$ cat src/sv/bfp_ram.sv
// Generic single-write, single-read synchronous RAM with registered read data.
`default_nettype none
module bfp_ram #(
   parameter int WIDTH = 8,
   parameter int DEPTH = 16
) (
   input  wire logic                     clock,
   input  wire logic                     wr_en,
   input  wire logic [$clog2(DEPTH)-1:0] wr_addr,
   input  wire logic [WIDTH-1:0]         wr_data,
   input  wire logic [$clog2(DEPTH)-1:0] rd_addr,
   output logic      [WIDTH-1:0]         rd_data
);

   logic [WIDTH-1:0] mem_ff [DEPTH];
   logic [WIDTH-1:0] rd_data_ff;

   always_ff @(posedge clock) begin
      if (wr_en) begin
         mem_ff[wr_addr] <= wr_data;
      end
      rd_data_ff <= mem_ff[rd_addr];
   end

   assign rd_data = rd_data_ff;

endmodule
`default_nettype wire

$ cat config.mk
export PLATFORM = sky130hd
export DESIGN_NAME = bfp_ram
export DESIGN_NICKNAME = d
export VERILOG_FILES = /design/src/sv/bfp_ram.sv
export SDC_FILE = /design/constraint.sdc
export NUM_CORES = 1
export LEC_CHECK = 0
export BUFFER_PORTS_ARGS = -buffer_cell sky130_fd_sc_hd__buf_2
export CAP_MARGIN = 10
export CELL_PAD_IN_SITES_DETAIL_PLACEMENT = 2
export CELL_PAD_IN_SITES_GLOBAL_PLACEMENT = 2
export CORE_ASPECT_RATIO = 0.9
export CORE_MARGIN = 3
export CORE_UTILIZATION = 48
export CTS_CLUSTER_SIZE = 24
export DETAILED_ROUTE_END_ITERATION = 7
export GPL_ROUTABILITY_DRIVEN = 0
export PLACE_DENSITY_LB_ADDON = 0.1
export SLEW_MARGIN = 25
export SYNTH_ARGS = -nofsm -noshare
export SYNTH_HDL_FRONTEND = slang
export SYNTH_SLANG_ARGS = --single-unit
$ cat constraint.sdc
create_clock -name clock -period 1.8 [get_ports clock]
set_input_delay 0.18 -clock clock [delete_from_list [all_inputs] [get_ports clock]]
set_output_delay 0.18 -clock clock [all_outputs]
set_load 0.05 [all_outputs]
---- Word-level counts from Yosys, hierarchy flattened ----
Memories as Yosys holds them, arrays and structs flattened. A register that Yosys moved wholly into a read port is not among the register bits.
Index checks and enable logic that the tools add are counted.
word-level totals
  register bits ........................... 0
  latch bits .............................. 0
  memory bits (writable) .................. 128
  ROM bits ................................ 0
  bits of input ports ..................... 18
  output and inout bits ................... 8
  word-level logic and storage cells ...... 3
  memories kept ........................... 1
memory list
  name    depth  width  read ports  clocked after Yosys merged registers in  wr ports  line  text
  mem_ff  16     8      1           1                                        1         15    logic [WIDTH-1:0] mem_ff [DEPTH];
cells by class
  add/sub/neg operators ................... 0
  multipliers ............................. 0
  divide/modulo/power cells ............... 0
  order comparisons ....................... 0
  equality and inequality tests ........... 0
  shift operators ......................... 0
  muxes and demuxes ....................... 2
  bitwise operators ....................... 0
  reduce and logical (&&, ||, !) cells .... 0
operators by type and width
  operator          count
  2-to-1 mux 1 bit  2

---- Longest topological paths before layout ----
Gate-level depths: netlist of run 1.
  word-level depth ........................ 2
  depth in mapped cells ................... 5
  mapped depth without buffers ............ 3

---- Worst setup path before layout of run 1 ----
OpenSTA, ideal clock, no wires.
  kind .................................... in2reg
  start ................................... input wr_addr[2]
  end ..................................... memory mem_ff[0][0], enable pin
  library setup time ...................... 0.383 ns
  arrival time ............................ 1.290 ns
  data required time ...................... 1.417 ns
  setup slack ............................. 0.127 ns
  cell stages on the path ................. 2
  path buffers ............................ 0
  cell sequence ........................... or3b_2 nor3_1
RTL lines
  item                line  text
  start: declaration  9     input wire logic [$clog2(DEPTH)-1:0] wr_addr,
  end: declaration    15
Straight into the memory's write port.

==> results.txt, run 1 <==
- The flow ran to the end, and the final reports show no timing, DRC or antenna violations.
* Setup TNS Final: 0 ns
* Cell Int Power: 6.116 mW
* Critical setup path kind: reg -> reg
- Leaving out fill and tap cells, the most frequent cell in the layout is sky130_fd_sc_hd__edfxtp_1.
* Initial antenna violation count: 0
- Root buffer cell: sky130_fd_sc_hd__clkbuf_16
- The number of slew-limit violations in the final report came to 0.
- Across the run, the number of max-cap violations was 0.
- Die outline area: 12000 sq um
* Area Growth Syn to Fin: 20.71%
- The worst-case IR drop observed on VDD is 0.0007662 V.
- The tightest hold path in the finished design has a slack of 0.1557 ns.
- Master of the slowest instance on the critical path: sky130_fd_sc_hd__mux4_1
- Post-layout total power: 7.755 mW
- The HPWL after detailed placement is 8691 microns.
- Total of buffers placed on input and output ports: 25
- Slowest Stage Delay on Critical Path: 0.56 ns
* Final global-route overflow total: 0
- The die is 104.2 microns tall.
* Synthesized cell area: 5147 sq um
- The share of the Yosys chip area taken by registers is 77.78%.
- Worst rel slew slack: 70.70%
- Clock network latency to the later pin of the worst-skew pair: 0.42 ns
* Count of final hold-check violations: 0
* Syn nets: 247
- Of the total power, the clock network draws 48.3%.
- Of all flip-flops after synthesis, the portion carrying an async set or reset was 0%.
- Leakage component of the power: 2.158 nW
- After detailed routing, the average wire length per cell comes to 32.72 microns.
- Ratio of cells with drive above 1 in the final layout: 33.00%
* Vias after detailed routing: 2588
* Area of the core region: 10330 sq um
- Dividing the final minimum period by the clock period gives 81.93%.
* Maximum number of pins on one net before global-route repair: 22
- Reg2Reg Setup Slack: 0.33 ns
- Class of the worst hold path: in -> reg
- Worst Path Required: 2.09 ns
- Once the floorplan was initialized, standard cells occupied 49.81% of the core.
- Clock-pin slew on the worst setup and hold paths: 0.06 ns
- Slew at the pin closest to its max-slew limit: 0.4395 ns
- Based on the critical path, the design can be clocked at up to 0.6781 GHz.
- Yosys mapped a number of flops with a built-in enable equal to 128.
- After synthesis, the netlist uses 19 different library cells.
- Remaining antenna violation count: 0
- In this run the count of I/O pins placed on the die edge is 26.
- The first TritonRoute pass finished after 4 iterations.
* CP bufs+invs: 0
* Worst setup EP type: flop
* WP data arrival: 1.77 ns
- Leaving out fill and tap cells, the most frequent cells in the layout are 128 x sky130_fd_sc_hd__edfxtp_1, 25 x sky130_fd_sc_hd__buf_2, 24 x sky130_fd_sc_hd__buf_4, 18 x sky130_fd_sc_hd__mux4_2, 17 x sky130_fd_sc_hd__clkbuf_16.
- The repair_antennas step left the layout with diodes totalling 0.
* Final critical-path required period: 1.475 ns
* Synth Register Bits: 136
* Final net count: 308
- Global-route wire length before repair: 21050 microns
- Global routing used 25.62% of the available tracks across all layers.
- A synthesized cell averages 22.48 sq um.
- After detailed routing, the number of vias per cell comes to 5.991.
* Number of buffers inserted by post-CTS setup repair: 0
- Cell count after synthesis: 229
* Family with the most delay on the worst path: multiplexers
- Pwr Density: 1248 nW/um^2
- TritonCTS built the clock tree.
- Post-CTS repair changed the size of 0 cells.
- The via count of the first global-routing pass is 2998.
* Max FO, Critical Path: 1
* Die outline width: 115.2 microns
- Counting buffers and inverters, the worst setup path is 3 cells deep.
- Part of the total power dissipated in combinational logic: 5.7%
- In this run the deepest clock path goes through 2 buffers.
* Row Count: 35
- Register share of total power: 46.1%
* FF-to-FF path depth: 3
* Hold_buf cts: 0
* Post-Route WL: 14140 microns
- Final setup violation count: 0
- Startpoint kind of the worst setup timing path: flop
- Net switching is 21.14% of the power.
- Clock sink count: 136
- Layout Utilization: 60.12%
- Synth Warn #: 0
* Initial DRC Count: 171
- Between clock sinks in the finished design, the worst skew comes to 0.01178 ns.
- CTS buffer count: 17
- Primary FF master, synth: sky130_fd_sc_hd__edfxtp_1
- # DRC: 0
- Setup repair after global routing left no endpoint under its margin.
* Max H-tree Level: 4
- The critical path goes through mux4_1 > a22oi_1 > nand2_1.
- For this design the total switching power over the nets is 1.639 mW.
- Hold-critical path depth: 1
-- layer usage --
| layer | GRT usage [%] | share of wire [%] | vias to the layer above |
|---|---|---|---|
| met5 | 0 | 0 | - |
| met4 | 7.041 | 1.2 | 0 |
| met3 | 6.864 | 4.1 | 12 |
| met2 | 41.90 | 52 | 72 |
| met1 | 34.01 | 43 | 1410 |
| li1 | - | - | 1094 |
-- kinds of logic after synthesis --
logic type      share of synthesized area, %
simple gates                           3.184
compound gates                         2.334
mux                                    15.02
buf+inv                                1.677
flops                                  77.78
-- sequential cells by signal (all words and copies together), names as in the netlist --
name     flops
rd_data      8
mem_ff     128
-- area by class of cell --
cell class              instances  area [sq um]
clock buffers                  23         478.0
clock inverters                 9         147.6
fillers                       810          4121
multi-input cells              83          1057
flip-flops and latches        136          4004
well taps                     129         161.4
repair buffers                 52         365.4
-- worst reg2reg max path: cells and delay by family (launching register included) --
kind               cells  cell delay (ns)
and+or+nand+nor        1             0.09
muxes                  1             0.56
DFF                    1             0.40
AOI/OAI and AO/OA      1             0.31
-- cell usage after synthesis, drive strengths merged, types with 2 or more instances --
master	count	area (sq um)
mux4	32	773.2
buf	7	56.30
a22oi	16	120.1
nand2	9	33.78
nand2b	2	12.51
edfxtp	128	3844
nor2	13	48.80
dfxtp	8	160.2
nor3	4	20.02
nand3b	2	15.01
clkdlybuf4s25	3	30.03
-- power groups by stage --
stage               logic, mW  registers [mW]  clock network, mW
floorplan               0.180            3.70                  0
global placement        0.409            3.63                  0
detailed placement      0.433            3.64                  0
CTS                     0.445            3.58               3.79
global route            0.469            3.58               3.91
finish                  0.438            3.57               3.74
-- path summary, 6_finish.rpt --
| kind | end | from |
|---|---|---|
| max reg2reg | rd_data[1] | mem_ff[5][1] |
| max | rd_data[1] | mem_ff[5][1] |
| min | mem_ff[2][4] | wr_data[4] |
| min reg2reg | rd_data[1] | mem_ff[13][1] |
-- through the flow --
stage                     area (sq um)  worst slack [ns]  cells
after detailed placement          5588           0.07171    400
after floorplan                   5147            0.1271    229
after global routing              6213            0.2313    432
final                             6213            0.3252    432
after CTS                         6213            0.3054    432
after global placement            5588            0.1660    400
No activity file was read; power rests on OpenSTA's default activity.
==> run 2: changes to the inputs <==
- clock period: 1.8 -> 1.5 ns (I/O delays scaled with it)
==> run 2 against run 1 <==
Against the previous run: sequential power rose by 20%; routed wire length rose by 2.1%; core utilization fell by 0.75 points; via count barely moved; largest cell class unchanged; critical path depth did not move.
==> results.txt, run 2 (synthesized netlist as in run 1, its figures left out) <==
- Broken down by cell family, the worst path's largest delay share belongs to multiplexers.
- Critical setup path kind: reg -> reg
- Half-perimeter wire length after detailed placement: 8645 microns (-0.53%)
* IO Count: 26 (unchanged)
- The worst setup path is captured at a flop.
- The wire length of the first global-routing pass came to 21600 microns (+2.6%).
- The number of buffer cells added on primary ports was 25 (unchanged).
* Worst Path Required: 1.80 ns (-0.29 ns)
- The overall die height came to 104.2 microns (unchanged).
* Leading cell types in the layout, fill and taps excluded: 128 x sky130_fd_sc_hd__edfxtp_1, 25 x sky130_fd_sc_hd__buf_2, 18 x sky130_fd_sc_hd__mux4_2, 18 x sky130_fd_sc_hd__buf_4, 17 x sky130_fd_sc_hd__clkbuf_16
- The amount of wire on met2 after detailed routing came to 7511 microns (+2.7%).
- The sum of overflow across all layers after global routing came to 0 (unchanged).
- GRT Util Overall: 26.50% (+0.88 points)
* Via density per instance: 6.056 (+1.1%)
* Master of the slowest instance on the critical path: sky130_fd_sc_hd__mux4_1
- Final critical-path required period: 1.479 ns (+0.004219 ns)
- The wire length on met1 was 6080 microns (+0.13%).
* Initial DRC Count: 237 (+39%)
- The data arrival time at the worst-slack endpoint is 1.78 ns (about the same).
* Row Count: 35 (unchanged)
* Most common library cell in the layout ignoring fill and taps: sky130_fd_sc_hd__edfxtp_1
- The via count of the first global-routing pass came to 2958 (-1.3%).
- Clock-pin slew on the worst setup and hold paths: 0.06 ns (about the same)
* Number of flip-flops in the largest register: 128 (unchanged)
* Leakage component of the power: 2.097 nW (-2.8%)
- The total die area came to 12000 sq um (unchanged).
* Buffer depth of the longest clock path: 2 (unchanged)
- Final Instance Area: 6136 sq um (-1.2%)
- From synthesis to final layout, the design area changed by 19.20%.
- The maximum single-stage delay on the critical path came to 0.60 ns (+0.04 ns).
* Clock tree from TritonCTS: yes
- Setup repair after global routing missed its margin: false
- Pwr Density: 1446 nW/um^2 (+16%)
- The total wirelength of the detailed-routed design came to 14430 microns (+2.1%).
- The final net count is 303 (-1.6%).
* Most flop-heavy register: mem_ff
- Number of buffers inserted by post-CTS setup repair: 0 (unchanged)
* Die outline width: 115.2 microns (unchanged)
- Remaining antenna violation count: 0 (unchanged)
- # DRC: 0 (unchanged)
- The via count was 2586 (-0.077%).
- The pin count of the biggest net entering global routing was 18 (-18%).
- The effective utilization at floorplan is 49.81% (unchanged).
* Worst hold slack: 0.1246 ns (-0.03115 ns)
- The transition time at the pin with the least slew margin came to 0.9499 ns (+0.5103 ns).
- Class of the worst hold path: in -> reg
- Ratio of cells with drive above 1 in the final layout: 32.21% (-0.79 points)
- The highest net fanout along the worst path is 1 (unchanged).
* Root buffer cell: sky130_fd_sc_hd__clkbuf_16
* Reg2Reg Setup Slack: 0.02 ns (-0.30 ns)
- The level count of the clock H-tree is 4 (unchanged).
- The final worst-path cycle share was 98.60% (+17 points).
- Pre-Repair DR Iteration Count: 4 (unchanged)
- Max-cap violation count: 0 (unchanged)
* Status: completed
- After detailed routing, no signal wire sits above met4.
- Critical path, cell by cell: mux4_1 > a22oi_2 > nand2_1
- CTS buffer count: 17 (unchanged)
- The worst ir drop on vdd is 0.0008188 V (+6.9%).
- Clock network latency to the later pin of the worst-skew pair: 0.42 ns (about the same)
- The core outline area came to 10330 sq um (unchanged).
* Count of final hold-check violations: 0 (unchanged)
* Worst setup skew after layout: 0.01142 ns (-0.0003611 ns)
* Wire length per cell: 33.80 microns (+3.3%)
- Post-layout total power: 8.873 mW (+14%)
- STA classifies the critical path startpoint as a flop.
- CP bufs+invs: 0 (unchanged)
* Worst rel slew slack: 36.54% (-34 points)
* Clock sink count: 136 (unchanged)
* WL met3: 653 microns (+13%)
- The total setup violations reported at the end of the flow was 0 (unchanged).
- The number of slew-limit violations in the final report came to 0 (unchanged).
* Antenna cells: 0 (unchanged)
* Instance area after placement: 5568 sq um (-0.36%)
- The maximum achievable frequency is 0.6761 GHz (-0.29%).
* Initial antenna violation count: 0 (unchanged)
[run 2: what timing repair did]
| action | 4_1_cts | 5_1_grt |
|---|---|---|
| setup endpoints to repair | 0 | 4 |
| resized for setup | 0 | 4 |
| hold buffers | 0 | 0 |
[run 2: path summary, 6_finish.rpt]
kind / endpoint / from / cells past startpoint
setup / recovery: rd_data[3] / mem_ff[8][3] / 3
hold / removal: mem_ff[11][4] / wr_data[4] / 1
setup reg to reg: rd_data[3] / mem_ff[8][3] / 3
hold reg to reg: rd_data[0] / mem_ff[14][0] / 3
[run 2: routing by layer]
| metal | vias up | track usage (%) |
|---|---|---|
| met4 | 0 | 8.634 |
| met2 | 94 | 42.85 |
| met3 | 12 | 6.632 |
| li1 | 1087 | - |
| met5 | - | 0 |
| met1 | 1393 | 35.32 |
[run 2: area by class of cell]
| cell class | instances | area [sq um] |
|---|---|---|
| fill | 821 | 4199 |
| sequential | 136 | 4004 |
| multi-input combinational | 83 | 1082 |
| clock buffer | 22 | 444.2 |
| timing repair buffer | 47 | 340.3 |
| tap | 129 | 161.4 |
| clock inverter | 10 | 103.9 |
[run 2: metrics by stage]
step / TNS (ns) / util (%) / worst slack, ns / std cells
floorplan: 0 / - / 0.08385 / 229
global placement: -0.1437 / 53.87 / -0.08297 / 395
detailed placement: -0.5836 / 53.87 / -0.1478 / 395
CTS: 0 / 59.18 / 0.05943 / 427
global route: 0 / 59.37 / 0.01942 / 427
finish: 0 / 59.37 / 0.02101 / 427
[run 2: power breakdown]
group	leakage [nW]	internal (mW)	switching, mW	total, mW
clock	0.267	2.43	1.62	4.05
combinational	0.606	0.187	0.344	0.531
sequential	1.22	4.25	0.0446	4.29
==> run 3: changes to the inputs <==
- clock period: 1.5 -> 1.4 ns (I/O delays scaled with it)
==> run 3 against run 2 <==
Against the previous run: the run now ends with setup timing left; via count decreased by 3.0%; core utilization shrank 0.25 points; worst hold slack better by 0.0025 ns; fmax increased by 5.1%; critical path depth unchanged; clock skew decreased by 0.0049 ns; setup slack lost 0.029 ns; sequential share of layout area grew 0.28 points; cell count is 0.47% higher; sequential cell count did not move; critical path type unchanged; largest cell class unchanged; highest routed layer unchanged.
==> results.txt, run 3 (synthesized netlist as in run 1, its figures left out) <==
* Status: complete, but fails checks
- Failing checks: setup timing
* Remaining antenna violation count: 0 (unchanged)
* Max FO, Critical Path: 1 (unchanged)
- The overall die height was 104.2 microns (unchanged).
- The maximum single-stage delay on the critical path is 0.54 ns (-0.06 ns).
- Worst Path Required: 1.68 ns (-0.12 ns)
* Clock tree from TritonCTS: yes
* Setup repair after global routing missed its margin: true
- The worst-case headroom to the max-slew limit is 32.14% (-4.4 points).
- Setup TNS Final: -0.007864 ns (-0.007864 ns)
- The clock latency on the worst-skew pair was 0.41 ns (about the same).
* Max-cap violation count: 0 (unchanged)
* Critical path, cell by cell: mux4_2 > a22oi_2 > nand2_1
* Pre-Repair DR Iteration Count: 4 (unchanged)
* Root buffer cell: sky130_fd_sc_hd__clkbuf_16
- Number of flip-flops in the largest register: 128 (unchanged)
- The sum of overflow across all layers after global routing came to 0 (unchanged).
* Worst setup skew after layout: 0.006478 ns (-0.004938 ns)
* Worst reg2reg endpoint: rd_data[4]
* Wire length per cell: 30.02 microns (-11%)
* Master of the slowest instance on the critical path: sky130_fd_sc_hd__mux4_2
- The overall fraction of global-route tracks in use was 22.45% (-4.1 points).
- The number of clock sinks seen by CTS was 136 (unchanged).
- Clock-pin slew on the worst setup and hold paths: 0.06 ns (about the same)
- Worst vdd rail ir drop: 0.001063 V (+30%)
- The number of buffer cells added on primary ports came to 25 (unchanged).
- Via density per instance: 5.848 (-3.4%)
* Startpoint kind of the worst setup timing path: flop
- The final net count is 306 (+0.99%).
* Starting density of the core: 49.81% (unchanged)
- The count of hold buffers inserted by post-cts repair was 0 (unchanged).
- Max Slew Vio Count: 0 (unchanged)
* Half-perimeter wire length after detailed placement: 8623 microns (-0.26%)
- Reg2Reg Setup Slack: -0.008 ns (-0.03 ns)
* WP data arrival: 1.69 ns (-0.09 ns)
- Class of the worst hold path: in -> reg
- The total die area is 12000 sq um (unchanged).
* Area of the core region: 10330 sq um (unchanged)
- Row Count: 35 (unchanged)
* Buffer depth of the longest clock path: 2 (unchanged)
- The clock buffer count from CTS is 17 (unchanged).
- The cell family contributing the most delay on the critical path is multiplexers.
* Antenna cells: 0 (unchanged)
* Leading cell types in the layout, fill and taps excluded: 128 x sky130_fd_sc_hd__edfxtp_1, 25 x sky130_fd_sc_hd__buf_2, 24 x sky130_fd_sc_hd__mux4_2, 21 x sky130_fd_sc_hd__buf_4, 17 x sky130_fd_sc_hd__clkbuf_16
- Maximum number of pins on one net before global-route repair: 18 (unchanged)
- Slew at the pin closest to its max-slew limit: 1.014 ns (+0.06433 ns)
- Most common library cell in the layout ignoring fill and taps: sky130_fd_sc_hd__edfxtp_1
- The x dimension of the die was 115.2 microns (unchanged).
- # DRC: 0 (unchanged)
- Layout Utilization: 59.12% (-0.25 points)
- Worst setup EP type: flop
- CP bufs+invs: 0 (unchanged)
- The number of antenna violations at the first check in global routing came to 0 (unchanged).
* Area Growth Syn to Fin: 18.69%
- Source of the critical timing path: mem_ff[3][4]
- Most flop-heavy register: mem_ff
* Post-layout total power: 8.948 mW (+0.85%)
* Initial DRC Count: 223 (-5.9%)
* Final critical-path required period: 1.408 ns (-0.07113 ns)
- The final worst hold slack is 0.1271 ns (+0.002530 ns).
- The count of final hold-check violations is 0 (unchanged).
* Via count of the first global-routing pass: 2853 (-3.5%)
- The level count of the clock H-tree is 4 (unchanged).
- Ratio of cells with drive above 1 in the final layout: 37.00% (+4.8 points)
* Logic depth of the worst setup path including buffers: 3 (unchanged)
* Smallest setup slack after layout: -0.007864 ns (-0.02887 ns)
* Vias after detailed routing: 2509 (-3.0%)
* Post-Route WL: 12880 microns (-11%)
* Pwr Density: 1465 nW/um^2 (+1.3%)
- The count of pins on the block boundary was 26 (unchanged).
- The most critical setup path has its endpoint at rd_data[4].
* Part of the cycle the worst path needs: 100.6% (+2.0 points)
- Worst R2R Start: mem_ff[3][4]
* FF-to-FF path depth: 3 (unchanged)
- The wire length of the first global-routing pass came to 18740 microns (-13%).
* Leakage component of the power: 2.062 nW (-1.7%)
* Critical setup path kind: reg -> reg
* Final setup violation count: 1 (+1)
- The maximum achievable frequency came to 0.7103 GHz (+5.1%).
-- run 3: cell types whose count changed in the layout (fill, tap and decap cells not counted) --
cell	delta
sky130_fd_sc_hd__clkbuf_1	-2
sky130_fd_sc_hd__mux4_2	+6
sky130_fd_sc_hd__clkinv_2	+2
sky130_fd_sc_hd__a22oi_2	+5
sky130_fd_sc_hd__bufinv_16	-2
sky130_fd_sc_hd__a22oi_1	-5
sky130_fd_sc_hd__buf_4	+3
sky130_fd_sc_hd__clkinv_4	-1
sky130_fd_sc_hd__mux4_1	-6
sky130_fd_sc_hd__clkinvlp_4	+2
-- run 3: worst min-delay path by stage --
stage                from       endpoint  slack [ns]  cells after the start
2_1_floorplan  wr_data[0]   mem_ff[0][0]        0.24                      0
3_3_place_gp   wr_data[5]  mem_ff[15][5]        0.53                      1
3_5_place_dp   wr_data[4]  mem_ff[14][4]        0.55                      1
4_1_cts        wr_data[4]  mem_ff[13][4]        0.11                      1
5_1_grt        wr_data[5]   mem_ff[2][5]        0.12                      1
6_report       wr_data[3]   mem_ff[5][3]        0.13                      1
-- run 3: layout make-up --
cell class,count,area [sq um]
Multi-Input combinational cell,83,1085
Fill cell,834,4225
Clock inverter,11,60.06
Timing Repair Buffer,50,362.8
Clock buffer,20,436.7
Sequential cell,136,4004
Tap cell,129,161.4
-- run 3: report_power, final --
part	switching, mW	internal (mW)	total (mW)
clock	1.56	2.21	3.77
combinational	0.370	0.212	0.582
sequential	0.0422	4.56	4.60
-- run 3: routing by layer --
layer  GRT usage [%]  part of all wire, %
met3           3.898                  5.0
met5               0                    0
met1           30.15                   42
met2           37.56                   53
met4           6.790                 0.58
-- run 3: per-stage QoR --
stage                     cells  area [sq um]  setup slack [ns]
final                       429          6110         -0.007864
after global routing        429          6110          -0.07451
after CTS                   429          6118         0.0007164
after detailed placement    398          5590           -0.3223
after global placement      398          5590           -0.1801
after floorplan             229          5152         -0.006146
-- run 3: repair_timing --
item                       4_1_cts  5_1_grt
resized for setup                8        7
hold endpoints to repair         0        0
setup endpoints to repair        7        6
setup buffers                    0        0
pin swaps                        3        1
